`src/rtl/core/mfsp_pkg.sv`:
```
// Package: constants and types shared by the five-stage pipeline block and its testbench.
`default_nettype none
package mfsp_pkg;
  localparam int REG_COUNT_DEF  = 32;
  localparam int DMEM_WORDS_DEF = 8;
  localparam int PC_BITS_DEF    = 16;

  localparam logic [5:0] OP_RTYPE = 6'b000000;
  localparam logic [5:0] OP_LW    = 6'b100011;
  localparam logic [5:0] OP_SW    = 6'b101011;
  localparam logic [5:0] OP_BEQ   = 6'b000100;
  localparam logic [5:0] FN_ADD   = 6'b100000;
  localparam logic [5:0] FN_SUB   = 6'b100010;
  localparam logic [5:0] FN_AND   = 6'b100100;
  localparam logic [5:0] FN_OR    = 6'b100101;
  localparam logic [5:0] FN_SLT   = 6'b101010;

  localparam logic [2:0] ALU_AND = 3'd0;
  localparam logic [2:0] ALU_OR  = 3'd1;
  localparam logic [2:0] ALU_ADD = 3'd2;
  localparam logic [2:0] ALU_SUB = 3'd6;
  localparam logic [2:0] ALU_SLT = 3'd7;

  // result fields, highest bits first
  typedef struct packed {
    logic [31:0] store_data;
    logic [2:0]  store_index;
    logic        store_valid;
    logic [31:0] wb_data;
    logic [4:0]  wb_reg;
    logic        wb_valid;
    logic        branch_taken;
    logic        stall_res;
    logic [15:0] fetch_addr;
  } res_t;

  function automatic logic [31:0] reg_init(input int i);
    case (i)
      1: reg_init = 32'd9;
      2: reg_init = 32'd8;
      3: reg_init = 32'd7;
      4: reg_init = 32'd1;
      5: reg_init = 32'd2;
      6: reg_init = 32'd3;
      7: reg_init = 32'd4;
      8: reg_init = 32'd5;
      9: reg_init = 32'd6;
      default: reg_init = 32'd0;
    endcase
  endfunction

  function automatic logic [31:0] mem_init(input int i);
    case (i)
      0: mem_init = 32'd5;
      1: mem_init = 32'd9;
      2: mem_init = 32'd4;
      3: mem_init = 32'd8;
      4: mem_init = 32'd7;
      default: mem_init = 32'd0;
    endcase
  endfunction
endpackage
`default_nettype wire

```
`src/rtl/core/mips_five_stage_pipeline.sv`:
```
// Top level: five-stage MIPS pipeline with forwarding, one pipeline step per transaction.
//
// Input channel in_*: each transaction is one pipeline step. in_tdata carries the
// instruction word fetched at the last reported fetch address, in_tuser says whether
// it is present (0 fetches a bubble). The pipeline advances only when a transaction
// is accepted.
// Output channel out_*: one result per input transaction, holding the next fetch
// address, stall and branch flags, the writeback and the store of that cycle.
// The result of an accepted transaction is registered in the output or skid register.
// Throughput: one transaction per cycle while in_tready is high; the pipeline step is
// a single pass of logic between the stage latches and the output register, which a
// one-entry skid stage decouples from the receiver.
// Reset (rst_n low): PC zero, all stage latches empty, register file and data
// memory loaded with their initial contents, no result pending.
// Receiver stall: in_tready drops once the skid stage is also full, holding all state.
`default_nettype none
module mips_five_stage_pipeline #(
  parameter int REG_COUNT  = mfsp_pkg::REG_COUNT_DEF,
  parameter int DMEM_WORDS = mfsp_pkg::DMEM_WORDS_DEF,
  parameter int PC_BITS    = mfsp_pkg::PC_BITS_DEF
) (
  input  wire logic         clk,
  input  wire logic         rst_n,
  input  wire logic         in_tvalid,
  output logic              in_tready,
  input  wire logic [31:0]  in_tdata,  // instr_word
  input  wire logic         in_tuser,  // instr_valid
  output logic              out_tvalid,
  input  wire logic         out_tready,
  // fetch_addr[15:0] stall_res[16] branch_taken[17] wb_valid[18] wb_reg[23:19]
  // wb_data[55:24] store_valid[56] store_index[59:57] store_data[91:60], pad to 96
  output logic [95:0]       out_tdata
);
  localparam int DW = (DMEM_WORDS > 1) ? $clog2(DMEM_WORDS) : 1;

  mfsp_pkg::res_t res_nxt, res_r, skid_r;
  logic out_v_r, skid_v_r;
  logic go;

  logic [PC_BITS-1:0] pc_r, pc_nxt;
  // IF/ID
  logic fd_v_r; logic [31:0] fd_i_r; logic [PC_BITS-1:0] fd_pc4_r;
  // ID/EX
  logic de_rw_r, de_m2r_r, de_mr_r, de_mw_r, de_br_r, de_src_r, de_dst_r;
  logic [2:0] de_alu_r; logic [31:0] de_rd1_r, de_rd2_r, de_imm_r;
  logic [PC_BITS-1:0] de_pc4_r; logic [4:0] de_rs_r, de_rt_r, de_rd_r;
  // EX/MEM
  logic em_rw_r, em_m2r_r, em_mr_r, em_mw_r, em_br_r;
  logic [31:0] em_alu_r, em_wd_r; logic [PC_BITS-1:0] em_tgt_r; logic [4:0] em_dst_r;
  // MEM/WB
  logic mw_rw_r, mw_m2r_r; logic [31:0] mw_rd_r, mw_alu_r; logic [4:0] mw_dst_r;

  logic [31:0] rf_r [REG_COUNT];
  logic [31:0] dm_r [DMEM_WORDS];

  assign in_tready  = !skid_v_r;
  assign go         = in_tvalid && in_tready;
  assign out_tvalid = out_v_r;
  assign out_tdata  = {4'd0, res_r};

  // combinational step
  logic [31:0] mw_val, a, b, bsel, alu_v, imm_d, rd1_d, rd2_d;
  logic wb_en, taken, stall, ld_hit, st_en, idx_ok;
  logic [29:0] idx;
  logic [5:0] op, fn;
  logic [4:0] frs, frt, frd;
  logic dv, d_rw, d_m2r, d_mr, d_mw, d_br, d_src, d_dst;
  logic [2:0] d_alu;

  always_comb begin
    mw_val = mw_m2r_r ? mw_rd_r : mw_alu_r;
    wb_en  = mw_rw_r && (mw_dst_r != 5'd0) && (32'(mw_dst_r) < REG_COUNT);
    idx    = em_alu_r[31:2];
    idx_ok = 32'(idx) < DMEM_WORDS;
    taken  = em_br_r && (em_alu_r == 32'd0);
    st_en  = !taken && !em_mr_r && em_mw_r && idx_ok;
    ld_hit = idx_ok;

    a = de_rd1_r;
    if (em_rw_r && em_dst_r != 5'd0 && em_dst_r == de_rs_r) a = em_alu_r;
    else if (mw_rw_r && mw_dst_r != 5'd0 && mw_dst_r == de_rs_r) a = mw_val;
    b = de_rd2_r;
    if (em_rw_r && em_dst_r != 5'd0 && em_dst_r == de_rt_r) b = em_alu_r;
    else if (mw_rw_r && mw_dst_r != 5'd0 && mw_dst_r == de_rt_r) b = mw_val;
    bsel = de_src_r ? de_imm_r : b;
    case (de_alu_r)
      mfsp_pkg::ALU_AND: alu_v = a & bsel;
      mfsp_pkg::ALU_OR:  alu_v = a | bsel;
      mfsp_pkg::ALU_SUB: alu_v = a - bsel;
      mfsp_pkg::ALU_SLT: alu_v = {31'd0, $signed(a) < $signed(bsel)};
      default:           alu_v = a + bsel;
    endcase

    op  = fd_i_r[31:26];
    fn  = fd_i_r[5:0];
    frs = fd_i_r[25:21];
    frt = fd_i_r[20:16];
    frd = fd_i_r[15:11];
    imm_d = {{16{fd_i_r[15]}}, fd_i_r[15:0]};
    rd1_d = (frs == 5'd0 || 32'(frs) >= REG_COUNT) ? 32'd0 : rf_r[frs[$clog2(REG_COUNT)-1:0]];
    rd2_d = (frt == 5'd0 || 32'(frt) >= REG_COUNT) ? 32'd0 : rf_r[frt[$clog2(REG_COUNT)-1:0]];
    // writeback happens before decode reads
    if (wb_en && mw_dst_r == frs) rd1_d = mw_val;
    if (wb_en && mw_dst_r == frt) rd2_d = mw_val;

    dv = fd_v_r;
    {d_rw, d_m2r, d_mr, d_mw, d_br, d_src, d_dst} = '0;
    d_alu = mfsp_pkg::ALU_AND;
    if (fd_v_r) begin
      case (op)
        mfsp_pkg::OP_RTYPE: begin
          d_rw = 1'b1; d_dst = 1'b1;
          case (fn)
            mfsp_pkg::FN_ADD: d_alu = mfsp_pkg::ALU_ADD;
            mfsp_pkg::FN_SUB: d_alu = mfsp_pkg::ALU_SUB;
            mfsp_pkg::FN_AND: d_alu = mfsp_pkg::ALU_AND;
            mfsp_pkg::FN_OR:  d_alu = mfsp_pkg::ALU_OR;
            mfsp_pkg::FN_SLT: d_alu = mfsp_pkg::ALU_SLT;
            default: begin
              d_rw = 1'b0; d_dst = 1'b0;
            end
          endcase
        end
        mfsp_pkg::OP_LW: begin
          d_alu = mfsp_pkg::ALU_ADD; d_src = 1'b1; d_mr = 1'b1; d_rw = 1'b1; d_m2r = 1'b1;
        end
        mfsp_pkg::OP_SW: begin
          d_alu = mfsp_pkg::ALU_ADD; d_src = 1'b1; d_mw = 1'b1;
        end
        mfsp_pkg::OP_BEQ: begin
          d_alu = mfsp_pkg::ALU_SUB; d_br = 1'b1;
        end
        default: ;
      endcase
    end

    stall = de_mr_r && de_rt_r != 5'd0 && fd_v_r && (de_rt_r == frs || de_rt_r == frt)
            && !taken;

    if (taken) pc_nxt = em_tgt_r;
    else if (stall) pc_nxt = pc_r;
    else pc_nxt = pc_r + PC_BITS'(4);

    res_nxt.fetch_addr   = 16'(32'(pc_nxt));
    res_nxt.stall_res    = stall;
    res_nxt.branch_taken = taken;
    res_nxt.wb_valid     = wb_en;
    res_nxt.wb_reg       = wb_en ? mw_dst_r : 5'd0;
    res_nxt.wb_data      = wb_en ? mw_val : 32'd0;
    res_nxt.store_valid  = st_en;
    res_nxt.store_index  = st_en ? idx[2:0] : 3'd0;
    res_nxt.store_data   = st_en ? em_wd_r : 32'd0;
  end

  always_ff @(posedge clk) begin
    if (!rst_n) begin
      out_v_r <= 1'b0;
      skid_v_r <= 1'b0;
    end else begin
      if (out_v_r && !out_tready) begin
        if (go) begin
          skid_v_r <= 1'b1;
          skid_r   <= res_nxt;
        end
      end else if (skid_v_r) begin
        res_r    <= skid_r;
        skid_v_r <= 1'b0;
        out_v_r  <= 1'b1;
      end else begin
        out_v_r <= go;
        if (go) res_r <= res_nxt;
      end
    end
  end

  always_ff @(posedge clk) begin
    if (!rst_n) begin
      pc_r <= '0;
      fd_v_r <= 1'b0; fd_i_r <= '0; fd_pc4_r <= '0;
      {de_rw_r, de_m2r_r, de_mr_r, de_mw_r, de_br_r, de_src_r, de_dst_r} <= '0;
      de_alu_r <= '0; de_rd1_r <= '0; de_rd2_r <= '0; de_imm_r <= '0; de_pc4_r <= '0;
      de_rs_r <= '0; de_rt_r <= '0; de_rd_r <= '0;
      {em_rw_r, em_m2r_r, em_mr_r, em_mw_r, em_br_r} <= '0;
      em_alu_r <= '0; em_wd_r <= '0; em_tgt_r <= '0; em_dst_r <= '0;
      mw_rw_r <= 1'b0; mw_m2r_r <= 1'b0; mw_rd_r <= '0; mw_alu_r <= '0; mw_dst_r <= '0;
      for (int i = 0; i < REG_COUNT; i++) rf_r[i] <= mfsp_pkg::reg_init(i);
      for (int i = 0; i < DMEM_WORDS; i++) dm_r[i] <= mfsp_pkg::mem_init(i);
    end else if (go) begin
      pc_r <= pc_nxt;
      if (wb_en) rf_r[mw_dst_r[$clog2(REG_COUNT)-1:0]] <= mw_val;
      if (st_en) dm_r[idx[DW-1:0]] <= em_wd_r;
      // MEM/WB
      mw_rw_r  <= em_rw_r;
      mw_m2r_r <= em_m2r_r;
      mw_alu_r <= em_alu_r;
      mw_dst_r <= em_dst_r;
      mw_rd_r  <= (!taken && em_mr_r && ld_hit) ? dm_r[idx[DW-1:0]] : 32'd0;
      // EX/MEM
      if (taken) begin
        {em_rw_r, em_m2r_r, em_mr_r, em_mw_r, em_br_r} <= '0;
        em_alu_r <= '0; em_wd_r <= '0; em_tgt_r <= '0; em_dst_r <= '0;
      end else begin
        em_rw_r <= de_rw_r; em_m2r_r <= de_m2r_r; em_mr_r <= de_mr_r;
        em_mw_r <= de_mw_r; em_br_r <= de_br_r;
        em_alu_r <= alu_v; em_wd_r <= b;
        em_dst_r <= de_dst_r ? de_rd_r : de_rt_r;
        em_tgt_r <= de_pc4_r + PC_BITS'({de_imm_r[29:0], 2'b00});
      end
      // ID/EX
      if (taken || stall || !dv) begin
        {de_rw_r, de_m2r_r, de_mr_r, de_mw_r, de_br_r, de_src_r, de_dst_r} <= '0;
        de_alu_r <= '0; de_rd1_r <= '0; de_rd2_r <= '0; de_imm_r <= '0; de_pc4_r <= '0;
        de_rs_r <= '0; de_rt_r <= '0; de_rd_r <= '0;
      end else begin
        de_rw_r <= d_rw; de_m2r_r <= d_m2r; de_mr_r <= d_mr; de_mw_r <= d_mw;
        de_br_r <= d_br; de_src_r <= d_src; de_dst_r <= d_dst; de_alu_r <= d_alu;
        de_rd1_r <= rd1_d; de_rd2_r <= rd2_d; de_imm_r <= imm_d;
        de_pc4_r <= fd_pc4_r; de_rs_r <= frs; de_rt_r <= frt; de_rd_r <= frd;
      end
      // IF/ID
      if (taken) begin
        fd_v_r <= 1'b0; fd_i_r <= '0; fd_pc4_r <= '0;
      end else if (!stall) begin
        fd_v_r   <= in_tuser;
        fd_i_r   <= in_tuser ? in_tdata : 32'd0;
        fd_pc4_r <= pc_nxt;
      end
    end
  end
endmodule
`default_nettype wire

```
`config.mk`:
```
export PLATFORM = sky130hd
export DESIGN_NAME = mips_five_stage_pipeline
export DESIGN_NICKNAME = d
export VERILOG_FILES = /design/src/rtl/core/mfsp_pkg.sv /design/src/rtl/core/mips_five_stage_pipeline.sv
export SDC_FILE = /design/constraint.sdc
export NUM_CORES = 2
export LEC_CHECK = 0
export BUFFER_PORTS_ARGS = -buffer_cell sky130_fd_sc_hd__buf_2
export CORE_MARGIN = 5
export CORE_UTILIZATION = 30
export CTS_BUF_LIST = sky130_fd_sc_hd__clkbuf_16
export DETAILED_ROUTE_END_ITERATION = 8
export GPL_TIMING_DRIVEN = 0
export PLACE_DENSITY_LB_ADDON = 0.12
export SLEW_MARGIN = 40
export SYNTH_ARGS = -nofsm -noshare
export SYNTH_HDL_FRONTEND = slang
export SYNTH_SLANG_ARGS = --single-unit
```
`constraint.sdc`:
```
create_clock -name clk -period 7.5 [get_ports clk]
set_input_delay 0.375 -clock clk [delete_from_list [all_inputs] [get_ports clk]]
set_output_delay 0.375 -clock clk [all_outputs]
set_load 0.01 [all_outputs]
```
==> metrics.txt <==
status finished, final reports clean; Worst R2R Path Depth 22; maximum clock frequency 148 MHz; Worst Setup EP em_alu_r[28]; FF-to-FF End em_alu_r[28]; Worst EP required 8.20 ns; Fin Setup TNS 0 ns; layout cells sized above 1 0.225; crit-path cells buf_2 -> nor3_1 -> nand2_1 -> nand2_1 -> nor4_4 -> buf_4 -> clkbuf_1 -> o21ai_0 -> o21ai_1 -> mux2_2 -> ha_1 -> inv_1 -> fa_1 -> nor2b_1 -> o311ai_2 -> a21oi_1 -> a41oi_2 -> a31oi_2 -> a21o_1 -> mux2i_1 -> a311oi_1 -> a221oi_1; Global Route met1 Usage 0.312; skew final 0.0648 ns; # Post-CTS Setup Buffers 0; CP Capture Type flop; GP Congestion 0.916; final setup vio count 0; fin. max-slew vios 0; synthesized area 90300 µm²; Tot GR Track Use 0.239; Syn-to-layout area delta 17.1%; HPWL after detailed placement 288000 µm; Final nets 7587; crit-path max cell delay 0.69 ns; Mean Syn Cell Area 13.0 µm²; Fin. Hold Viols 0; met2 usage 0.393; Worst setup SP type flop; post-synth top area cell edfxtp_1; Max-cap violations 0; gr busiest metal met2; Ports 135; Worst R2R Setup Slack 0.76 ns; Area contributors post-synth edfxtp_1, mux4_2, dfxtp_1; PwrDens 222 nW/µm²; Clk Latency, worst-skew pair 0.91 ns; Reg clk slew, reported paths 0.06 ns; CTS tree done; LEAKAGE 34.3 nW; RR Startpoint mw_dst_r[2]; Root Buffer clkbuf_16; initial drt markers 7151; Min Clock Period, post-route 6.74 ns; clock buffer depth 4; Num CTS Buffers 217; Yosys top cell area share 0.487; Crit Path Class reg2reg; EDFF count, synth 1464; final instance area 106000 µm²; CP max FO 10; flops & latches, synth 1819; Peak VDD IR 0.193 mV; met3 usage 0.0476; Vias 63600; initial antenna violation count 15; Initial Util 0.301; vias in the first global route 64000; DRC Markers 0; post-synthesis xor/xnor area fraction 0.00888; grt total ovfl 0; port buffer count 130; critical path's most frequent cell nand2_1; Compound-Gate Fraction of Synth Area 0.0680; post-synthesis sequential area ratio 0.565; DRT Wirelength 381000 µm; row count 201; main combinational cell family by area after synthesis multiplexers; DRT antenna net count 0; first-pass iteration count of the detailed router 6; htree depth 4; Slew HR 0.356; vias per cell 5.49; ys async rst share 0; placed cells 11100; Hold WS 0.116 ns; Wirelength per Cell 32.8 µm; synth unique cells 99; final std cells w/o fill 11600; Crit. Startpoint mw_dst_r[2]; Top FF cell, synth edfxtp_1; # clock sinks 1819; yosys warns 0; multiplexer area fraction after synthesis 0.199; Post-CTS Resized 0; Core Box Area 300000 µm²; HP Class in2reg; die area 312000 µm²; count leader, synth edfxtp_1; Mapped Cells 6927; Die Y 559 µm; largest net degree at the start of global routing 28; total of fill cells in the finished design 29500; DP Area 98600 µm²; ratio of final minimum period to clock period 0.899; CP max-delay cell o21ai_1; end-of-flow core utilization 0.353; top cells by count, synth edfxtp_1, nor2_1, mux4_2; Slew @ Worst Pin 0.956 ns; Die X 559 µm; first-pass GRT wire length 521000 µm; RSZ-0062 raised after global routing no; cts hold-fix bufs 34; simple logic cell fraction of the synthesized area 0.110; Synth Area in Adders 0.0159; worst path arrival time 7.44 ns
## worst min path at each step
stage                      start          end  slack (ns)  cells past startpoint
finish              in_tdata[25]   fd_i_r[25]        0.12                      3
global route        in_tdata[25]   fd_i_r[25]        0.07                      3
global placement     mw_alu_r[1]  mw_alu_r[1]        0.44                      2
floorplan             mw_rd_r[0]   mw_rd_r[0]        0.42                      2
CTS                 in_tdata[25]   fd_i_r[25]        0.01                      3
detailed placement   em_tgt_r[7]  em_tgt_r[7]        0.45                      2
## worst max-delay path, delay by kind of cell, from the launching register on
kind | cells | cell delay (ns)
adders and majority gates | 2 | 0.66
and+or+nand+nor | 5 | 1.23
buffers and inverters | 4 | 1.06
muxes | 2 | 0.46
AOI/OAI and AO/OA | 9 | 2.85
DFF | 1 | 0.30
## power by group
| part | switching, mW | internal, mW |
|---|---|---|
| Clock | 4.48 | 5.73 |
| Sequential | 0.149 | 11.2 |
| Combinational | 1.22 | 0.715 |
| Total | 5.84 | 17.6 |
## kinds of logic (layout without fill, tap and decap cells)
| kind of cell | Yosys count | after routing |
|---|---|---|
| xor+xnor | 89 | 89 |
| mux | 904 | 904 |
| compound gates | 953 | 953 |
| simple gates | 2311 | 2311 |
| buf+inv | 737 | 1387 |
| fa+ha+maj | 113 | 113 |
| flops | 1819 | 1819 |
| other cells | 1 | 51 |
## metal layers
layer  up-vias  routed length, µm
met2      2566             179000
met3       584              28300
met5         -                 13
met4         2              16800
met1     33500             156000
li1      27000                  -
## final cells by class
cell class	count	area (µm²)	share of cell area
sequential	1819	51100	0.483
multi-input combinational	4406	37300	0.353
clock buffer	220	5510	0.0521
tap	3958	4950	0.0468
buffer	625	2780	0.0263
timing repair buffer	256	2490	0.0236
clock inverter	174	1170	0.0110
inverter	112	434	0.00411
antenna	15	37.5	0.000355
## registers in the layout, summed over array words and instances (netlist names), 3 cells and up, named ones only
name	cells
mw_dst_r	5
fd_i_r	32
em_dst_r	5
mw_alu_r	32
fd_pc4_r	16
de_rd1_r	32
de_pc4_r	16
em_wd_r	32
em_tgt_r	16
rf_r	1024
pc_r	16
out_tdata	92
em_alu_r	32
de_imm_r	16
dm_r	256
de_rt_r	5
de_rs_r	5
skid_r	92
de_rd2_r	32
mw_rd_r	32
de_alu_r	3
## metrics by stage
stage / setup WS, ns / power (mW)
5_1_grt: 0.464 / 24.2
6_report: 0.761 / 23.5
3_3_place_gp: -3.05 / 13.4
3_5_place_dp: 0.767 / 13.4
2_1_floorplan: 2.08 / 12.5
4_1_cts: 0.750 / 23.7
## cells in the final DEF (no fill, tap or decap), drive strengths merged, types with 64 or more instances in the layout
master | synthesis | final
mux2 | 64 | 64
nand2 | 485 | 485
nor2 | 1332 | 1332
o21ai | 278 | 278
dfxtp | 355 | 355
ha | 110 | 110
a22oi | 174 | 174
mux2i | 136 | 136
and2 | 295 | 295
inv | 108 | 175
mux4 | 704 | 704
clkbuf | 484 | 704
clkinv | 4 | 94
o22ai | 79 | 79
edfxtp | 1464 | 1464
a21oi | 185 | 185
buf | 141 | 363
(Power assumes the default switching activity.)
